`src/sv/sorted_set_insert_remove_min_core_macros.svh`:
```
// ----------------------------------------------------------------------------
// sorted set core assertion macros
// shared concurrent check templates for the sorted set core
// ----------------------------------------------------------------------------
`ifndef SORTED_SET_INSERT_REMOVE_MIN_CORE_MACROS_SVH
`define SORTED_SET_INSERT_REMOVE_MIN_CORE_MACROS_SVH

// same-cycle implication check
`define SSIRM_ASSERT_IMP(label, clk, rst_n, ante, cons) \
    label: assert property (@(posedge clk) disable iff (!rst_n) (ante) |-> (cons)) \
        else $error("ssirm: same-cycle check failed");

// next-cycle implication check
`define SSIRM_ASSERT_NXT(label, clk, rst_n, ante, cons) \
    label: assert property (@(posedge clk) disable iff (!rst_n) (ante) |=> (cons)) \
        else $error("ssirm: next-cycle check failed");

`endif

```
`src/sv/ssirm_pkg.sv`:
```
// ----------------------------------------------------------------------------
// ssirm_pkg
// types, constants and codes shared by the sorted set core
// ----------------------------------------------------------------------------
package ssirm_pkg;

    localparam int CAPACITY = 64;
    localparam int DATA_W   = 32;
    localparam int CNT_W    = $clog2(CAPACITY + 1);
    localparam int COUNT_W  = 7;

    // request kinds
    localparam logic OP_INSERT = 1'b0;
    localparam logic OP_REMOVE = 1'b1;

    // result status codes
    typedef enum logic [1:0] {
        ST_DONE  = 2'd0,
        ST_DUP   = 2'd1,
        ST_FULL  = 2'd2,
        ST_EMPTY = 2'd3
    } t_status;

    // broadcast control to every cell
    typedef struct packed {
        logic              cmp;
        logic              ins;
        logic              rem;
        logic [DATA_W-1:0] value;
    } t_ctl;

    // what a cell hands to its right-hand neighbour
    typedef struct packed {
        logic [DATA_W-1:0] entry;
        logic              occ;
        logic              gt;
    } t_link;

endpackage

```
`src/sv/ssirm_cell.sv`:
```
// ----------------------------------------------------------------------------
// ssirm_cell
// one slot of the sorted chain: holds an entry, compares it with the
// broadcast value and shifts in from its left neighbour on insert
// ----------------------------------------------------------------------------
module ssirm_cell import ssirm_pkg::*; (
    input  logic              i_clk,
    input  logic              i_rst_n,
    input  t_ctl              i_ctl,
    input  t_link             i_left,
    input  logic              i_right_occ,
    output t_link             o_link,
    output logic              o_eq,
    output logic [DATA_W-1:0] o_tail
);

    logic [DATA_W-1:0] r_entry;
    logic              r_occ;
    logic              r_gt;
    logic              r_eq;

    // occupancy stays a contiguous prefix of the chain
    always_ff @(posedge i_clk) begin
        if (!i_rst_n) begin
            r_occ <= 1'b0;
        end else if (i_ctl.ins) begin
            r_occ <= r_occ | i_left.occ;
        end else if (i_ctl.rem) begin
            r_occ <= r_occ & i_right_occ;
        end
    end

    // compare against the request, then keep, take the value or shift in
    always_ff @(posedge i_clk) begin
        if (i_ctl.cmp) begin
            r_gt <= r_occ && ($signed(r_entry) > $signed(i_ctl.value));
            r_eq <= r_occ && (r_entry == i_ctl.value);
        end
        if (i_ctl.ins && !r_gt) begin
            r_entry <= i_left.gt ? i_ctl.value : i_left.entry;
        end
    end

    assign o_link.entry = r_entry;
    assign o_link.occ   = r_occ;
    assign o_link.gt    = r_gt;
    assign o_eq         = r_eq;

    // last occupied cell presents the smallest entry
    assign o_tail = (r_occ && !i_right_occ) ? r_entry : '0;

endmodule

```
`config.mk`:
```
export PLATFORM = sky130hd
export DESIGN_NAME = ssirm_cell
export DESIGN_NICKNAME = d
export VERILOG_FILES = /design/src/sv/sorted_set_insert_remove_min_core_macros.svh /design/src/sv/ssirm_pkg.sv /design/src/sv/ssirm_cell.sv
export SDC_FILE = /design/constraint.sdc
export NUM_CORES = 1
export LEC_CHECK = 0
export BUFFER_PORTS_ARGS = -buffer_cell sky130_fd_sc_hd__clkbuf_2
export CAP_MARGIN = 5
export CORE_ASPECT_RATIO = 1.1
export CORE_MARGIN = 1.5
export CORE_UTILIZATION = 25
export CTS_CLUSTER_DIAMETER = 150
export DETAILED_ROUTE_END_ITERATION = 7
export GPL_ROUTABILITY_DRIVEN = 0
export GPL_TIMING_DRIVEN = 1
export PLACE_DENSITY = 0.49
export REMOVE_ABC_BUFFERS = 1
export SYNTH_ARGS = -nofsm -noshare
export SYNTH_HDL_FRONTEND = slang
export SYNTH_SLANG_ARGS = --single-unit
```
`constraint.sdc`:
```
create_clock -name i_clk -period 3.9 [get_ports i_clk]
set_input_delay 0.195 -clock i_clk [delete_from_list [all_inputs] [get_ports i_clk]]
set_output_delay 0.195 -clock i_clk [all_outputs]
set_load 0.05 [all_outputs]
```
Yosys cells after proc, flatten, opt, wreduce, memory -nomap -nowiden
Cells that the tools add are included.
{ "totals": {"out_inout_bits": 67, "ff_bits": 35, "inputBits": 72} }
{ "op_classes": {"n_bitwise": 2, "reduce_logical": 7, "eq_ne": 1, "muxes": 4, "n_lt_le_gt_ge": 1} }
{ "op_table": {"columns": ["cell", "n"], "rows": [
  ["two-way mux 32 bit", 2],
  ["== test 32 bit", 1],
  ["> comparator 32 bit", 1],
  ["logical AND 1 bit", 4],
  ["zero test 1 bit", 2],
  ["two-way mux 1 bit", 2],
  ["nonzero test 2 bit", 1],
  ["bitwise AND 1 bit", 1],
  ["bitwise OR 1 bit", 1]
]} }

Logic depth before layout (Yosys ltp)
Gate-level depths: netlist of the first run.
{ "logic_depth": {"depth_word": 3, "mapped_depth": 8} }

Least setup slack after synthesis of the first run
OpenSTA, ideal clock, no wires.
{ "synth_path": {"path_type": "reg-to-reg", "startpoint": "register r_entry[17]", "endpoint": "register r_gt, data pin", "required_time_ns": 3.642, "setup_time_ns": 0.258, "path_stages_with_launch": 8, "t_arrival_ns": 2.069, "path_slack_ns": 1.573, "cell_sequence": "edfxtp_1 ha_1 a21oi_2 o21ai_1 a221o_1 a2111oi_2 nand2_1 mux2i_1"} }
{ "synth_between": {"elab_chain_cells": 2} }
{ "synth_rtl": {"columns": ["item", "line_no", "source"], "rows": [
  ["start: declaration", "ssirm_cell.sv:17", "logic [DATA_W-1:0] r_entry;"],
  ["start signal: assignment", "ssirm_cell.sv:40", "r_entry <= i_left.gt ? i_ctl.value : i_left.entry;"],
  ["> comparator 32 bit", "ssirm_cell.sv:36", "r_gt <= r_occ && ($signed(r_entry) > $signed(i_ctl.value));"],
  ["logical AND 1 bit", "ssirm_cell.sv:36", null],
  ["end signal: assignment", "ssirm_cell.sv:36", null],
  ["end: declaration", "ssirm_cell.sv:19", "logic r_gt;"]
]} }
Every way passes these cells.
A chain may end at the register's enable or synchronous reset.

Final worst setup path of the first run
{ "layout_path": {"startpoint": "register r_entry[14]", "endpoint": "register r_gt, data pin"} }
The elaborated chain is that of the path after synthesis.

==> flow_summary.yaml, run 1 <==
status:
  outcome: "finished, violations left"
  failed_checks: "DRC"
clock_network:
  htreeDepth: 2
  root_buffer: "clkbuf_8"
  cts_buffers: 5
  cts_tree: "yes"
  hold_buffers: 0
  cts-resized-gates: 0
  clockBufferDepth: 2
  post_cts_buffers: 0
  clk_latency_ps: 290
  cts.clk_slew.worst_paths_ps: 70
  clock-sinks: 35
logic_synthesis:
  yosysUniqueCellTypes: 32
  synth_edf_count: 34
  yosysWarnings: 0
  ys_seq_area_frac: 0.415
  yosys_register_bits: 35
  synth_common_cells: "edfxtp_1 (34), inv_1 (33), ha_1 (32), and2_1 (31), mux2_2 (21)"
  synth.avg_cell_area_um2: 10.9
  async_reset_ff_frac: 0
  synth-main-ff-cell: "edfxtp_1"
  syn_inst: 231
  synth_top_cell_area_share: 0.407
  yosys.cell_count.top_type: "edfxtp_1"
  netlist_area_mm2: 0.00251
  synthTopCellsByArea: "edfxtp_1 (41%), ha_1 (16%), mux2_2 (9.4%)"
  yosysTopAreaCell: "edfxtp_1"
global_route:
  grt_busiest_layer: "met2"
  grt_pass1_vias: 2030
  grt_max_degree: 33
  antenna_found_initial: 0
  grt_pass1_wl_um: 9870
  grt.overflow.total: 0
  grt_use_met2: 0.209
  use_met1: 0.152
  track_usage: 0.120
  grt.met3_usage: 0.0271
power:
  clock_power_share: 0.247
  netSwitchingFraction: 0.347
  power_density_mw_per_mm2: 302
  intPower_uw: 674
  combPwrFrac: 0.306
  power.static_leakage_uw: 0.00175
  vdd_ir_drop_max_v: 0.000120
  p_sw_uw: 359
  seqPwrFrac: 0.446
sta:
  timing.fmax_ghz: 0.451
  holdWs_ps: 137
  fin_crit_sh: 0.568
  setup_tns_ps: 0
  hold_violations: 0
  setup_viol_count_final: 0
  clock_skew_ps: 5.44
  drv_slew: 0
  worstMarginPinSlew_ps: 963
  slew_headroom: 0.357
  period_needed_ps: 2220
  rsz0062_at_grt: "false"
place:
  io_buffers: 138
  dpl.hpwl_um: 5080
  placed_cells_incl_taps: 480
setup_path:
  rr_worst_depth: 7
  worst-path-max-fanout: 3
  path_delay_family: "simple AND/OR/NAND/NOR gates"
  r2r-end: "r_gt"
  crit_chain: "ha_1, nand4_1, nor4_1, a21boi_1, o31ai_1, nand2_1, mux2i_1"
  critPathMaxStageDelay_ps: 540
  worstPathArrival_ps: 2350
  crit_path_end_kind: "flop"
  crit_buf_inv: 0
  worstSetupPathType: "flop to flop"
  start_kind: "flop"
  required_ps: 4040
  r2r-start: "r_entry[14]"
  r2r_slack_ps: 1680
  critPathSlowestCell: "nor4_1"
route:
  via_per_inst: 4.32
  drt_first_iter_violations: 57
  drc: 9
  vias: 2109
  wl_per_cell_um: 12.9
  drtAntennaViolNets: 0
  totalWireLength_um: 6300
  first_pass_iters: 7
finish:
  antenna_cells: 0
  num-nets-final: 472
  fin_cells: 488
  multi_input_area_mm2: 0.00132
  area_growth_pct: 36.4
  fillers: 1044
  layout-drive-gt1-share: 0.465
  ff_latch_area_mm2: 0.00104
die:
  initial_core_util: 0.255
  rows: 38
  io_pins: 139
  die_width_um: 98.6
  die_area_mm2: 0.0107
  die_y_um: 108
  core_mm2: 0.00984
worst_hold_path:
  hp-class: "input pin to flop"
  worstHoldPathCells: 2
  hold_start: "i_rst_n"
  holdPathEnd: "r_occ"
flow_run:
  maxCapViolCount: 0
-- worst max-delay path by stage --
stage                start    endpoint  cells past startpoint
6_report       r_entry[14]        r_gt                      7
5_1_grt        r_entry[14]        r_gt                      7
4_1_cts              r_occ  o_tail[22]                      4
3_5_place_dp   r_entry[14]        r_gt                      7
3_3_place_gp   r_entry[14]        r_gt                      7
2_1_floorplan         r_gt  r_entry[0]                      1
-- cell families (layout without fill, tap and decap cells) --
family | after synthesis | in the layout | synth area share
mux | 33 | 33 | 0.147
compound gates | 24 | 24 | 0.0658
fa+ha+maj | 32 | 32 | 0.159
buf+inv | 42 | 179 | 0.0658
flops | 35 | 35 | 0.415
simple gates | 65 | 65 | 0.147
-- flip-flops by register name, indices dropped and copies added, names as in the netlist --
name,cells
r_gt,1
r_entry,32
r_occ,1
o_eq,1
-- worst register-to-register path, cell delays in order, from the launching register on --
cell	delay, ps
edfxtp_1	410
ha_1	330
nand4_1	180
nor4_1	540
a21boi_1	230
o31ai_1	120
nand2_1	90
mux2i_1	170
-- cells in the final DEF, fill, tap and decap left out, types with 2 or more instances in the layout --
cell type	n
a21oi_2	2
inv_1	33
a21oi_1	10
nand2_1	8
and4_1	2
and2_1	31
nand3_1	6
mux2_2	21
a221o_1	2
nor2b_1	3
a21o_1	3
mux2_1	11
ha_1	32
clkbuf_8	5
nor2_1	5
edfxtp_1	34
clkbuf_2	138
nand4_1	4
-- area by class of cell --
class	count	area share
well taps	120	0.0438
flip-flops and latches	35	0.304
repair buffers	139	0.210
clock inverters	2	0.00256
clock buffers	5	0.0201
inverters	33	0.0362
multi-input cells	154	0.384
-- power groups by stage --
stage,clock [uW],sequential (uW),combinational [uW]
2_1_floorplan,0,544,137
3_3_place_gp,0,469,319
3_5_place_dp,0,470,320
4_1_cts,275,462,321
5_1_grt,286,465,348
6_report,256,461,317
-- layer usage --
| metal | part of all wire | up-vias | wire length [um] |
|---|---|---|---|
| li1 | - | 1079 | - |
| met1 | 0.45 | 943 | 2810 |
| met2 | 0.48 | 83 | 3010 |
| met3 | 0.069 | 4 | 438 |
| met4 | 0.0073 | 0 | 46 |
| met5 | 0 | - | 0 |
-- through the flow --
step / worst slack (ps) / power (uW) / area [um^2] / utilization
2_1_floorplan: 1350 / 682 / 2470 / -
3_3_place_gp: 1590 / 788 / 3320 / 0.337
3_5_place_dp: 1590 / 790 / 3320 / 0.337
6_report: 1680 / 1030 / 3430 / 0.348
5_1_grt: 1420 / 1100 / 3430 / 0.348
4_1_cts: 1440 / 1060 / 3400 / 0.345
Power figures use the tool's default switching activity.
==> run 2, diff against run 1 <==
Settings changed: ABC_AREA set to 1, PLACE_DENSITY 0.49 to 0.51.
Clock period 3.9 ns to 1.9 ns, I/O delays scaled along.
==> run 2 against run 1 <==
Net effect:
- the run now ends clean
- first-iteration DRC count is 21% higher
- maximum frequency up 25%
- core utilization increased by 1.7 points
- highest routed layer unchanged
==> flow_summary.yaml, run 2 <==
logic_synthesis:
  synthTopCellsByArea: "edfxtp_1 (40%), ha_1 (16%), nor2_1 (11%)"
  synth-main-ff-cell: "edfxtp_1"
  synth_common_cells: "nor2_1 (76), inv_1 (73), a21oi_1 (45), nand2_1 (39), edfxtp_1 (34)"
  ys_seq_area_frac: 0.408
  yosys.cell_count.top_type: "nor2_1"
  netlist_area_mm2: 0.00255
  syn_inst: 330
  yosysUniqueCellTypes: 20
  synth_edf_count: 34
  yosysTopAreaCell: "edfxtp_1"
  synth.avg_cell_area_um2: 7.73
  yosys_register_bits: 35
  synth_top_cell_area_share: 0.400
  async_reset_ff_frac: 0
  yosysWarnings: 0
route:
  vias: 2535
  wl_per_cell_um: 11.2
  via_per_inst: 4.23
  first_pass_iters: 4
  drtAntennaViolNets: 0
  drc: 0
  drt_first_iter_violations: 69
  totalWireLength_um: 6710
sta:
  hold_violations: 0
  period_needed_ps: 1780
  drv_slew: 0
  fin_crit_sh: 0.934
  setup_viol_count_final: 0
  rsz0062_at_grt: "true"
  slew_headroom: 0.744
  timing.fmax_ghz: 0.563
  setup_tns_ps: 0
  worstMarginPinSlew_ps: 384
  clock_skew_ps: 8.04
clock_network:
  htreeDepth: 2
  clock-sinks: 35
  clockBufferDepth: 2
  hold_buffers: 0
  cts.clk_slew.worst_paths_ps: 80
  clk_latency_ps: 280
  cts_buffers: 5
  cts_tree: "yes"
  root_buffer: "clkbuf_8"
finish:
  fillers: 1091
  largest_reg_flops: 32
  final_cell_mix: "clkbuf_2 (133), inv_1 (73), nor2_1 (73)"
  top_register: "r_entry"
  area_growth_pct: 41.7
  layout_commonest_cell: "clkbuf_2"
  num-nets-final: 583
  post-route-cell-area_mm2: 0.00361
  antenna_cells: 0
  layout-drive-gt1-share: 0.373
  ff_latch_area_mm2: 0.00104
  multi_input_area_mm2: 0.00124
  fin_cells: 600
die:
  core_mm2: 0.00989
  io_pins: 139
  die_y_um: 109
  rows: 38
  die_width_um: 99.3
  initial_core_util: 0.258
  die_area_mm2: 0.0108
global_route:
  grt.overflow.total: 0
  antenna_found_initial: 0
  grt_pass1_wl_um: 10700
  grt_pass1_vias: 2366
  track_usage: 0.124
  grt_max_degree: 36
flow_run:
  maxCapViolCount: 0
setup_path:
  worst-path-max-fanout: 3
  crit_chain: "ha_1, a21oi_2, o21ai_0, a21oi_1, nand2_1, nand2_1, nand3_1, nand2_1, nor2_2"
  r2r-start: "r_entry[15]"
  crit_top_cell: "nand2_1"
  required_ps: 1950
  path_delay_family: "flip-flops"
  critPathLaunch: "r_entry[15]"
  critPathSlowestCell: "edfxtp_1"
  worstPathArrival_ps: 1830
  worstSetupPathType: "flop to flop"
  start_kind: "flop"
  r2r_slack_ps: 120
  critPathMaxStageDelay_ps: 420
  crit_path_end_kind: "flop"
  crit_buf_inv: 0
place:
  placed_cells_incl_taps: 584
  placed_area_mm2: 0.00340
  dpl.hpwl_um: 5550
  io_buffers: 138
status:
  outcome: "complete, no violations"
power:
  vdd_ir_drop_max_v: 0.000282
  power.static_leakage_uw: 0.00204
  power_density_mw_per_mm2: 606
worst_hold_path:
  hp-class: "input pin to flop"
  hold_start: "i_rst_n"
run 2: cell type report:
class                      instances  area share
clock buffer                       6      0.0201
tap                              120      0.0416
inverter                          73      0.0758
sequential                        35       0.288
multi-input combinational        209       0.343
clock inverter                     2     0.00346
timing repair buffer             155       0.228
run 2: cells by family after synthesis:
logic type      share of synthesized area
simple gates                        0.199
buf+inv                             0.133
compound gates                     0.0986
flops                               0.408
fa+ha+maj                           0.157
mux                               0.00442
run 2: metrics by stage:
step	setup slack (ps)	hold slack, ps	power [uW]	util
3_3_place_gp	93.0	324	1630	0.344
5_1_grt	-37.0	24.0	2330	0.365
2_1_floorplan	-573	207	1400	-
4_1_cts	59.6	10.8	2210	0.352
3_5_place_dp	79.2	330	1640	0.344
6_report	125	15.6	2190	0.365
run 2: where the power goes:
part / switching, uW / internal, uW
Clock: 288 / 257
Combinational: 469 / 233
Sequential: 34.8 / 908
Total: 791 / 1400
run 2: final timing paths:
kind / cells past startpoint / endpoint
max: 9 / r_gt
min: 3 / r_occ
max reg2reg: 9 / r_gt
min reg2reg: 2 / o_eq
run 2: metal layers:
layer  routed length (um)  track usage  part of all wire  vias to the layer above
met5                    0            0                 0                        -
met2                 3280        0.225              0.49                       79
li1                     -            -                 -                     1333
met3                  387       0.0244             0.058                        5
met1                 2990        0.151              0.45                     1118
met4                   49       0.0302            0.0073                        0
run 2: repair_timing:
item	4_1_cts	5_1_grt
endpoints found under the setup margin	0	6
buffers inserted	0	8
resized for setup	0	17
run 2: worst reg2reg max path, delay by kind of cell (launching register included):
| family | cells | cell delay, ps |
|---|---|---|
| AOI/OAI and AO/OA | 3 | 390 |
| adders and majority gates | 1 | 330 |
| DFF | 1 | 420 |
| and+or+nand+nor | 5 | 400 |
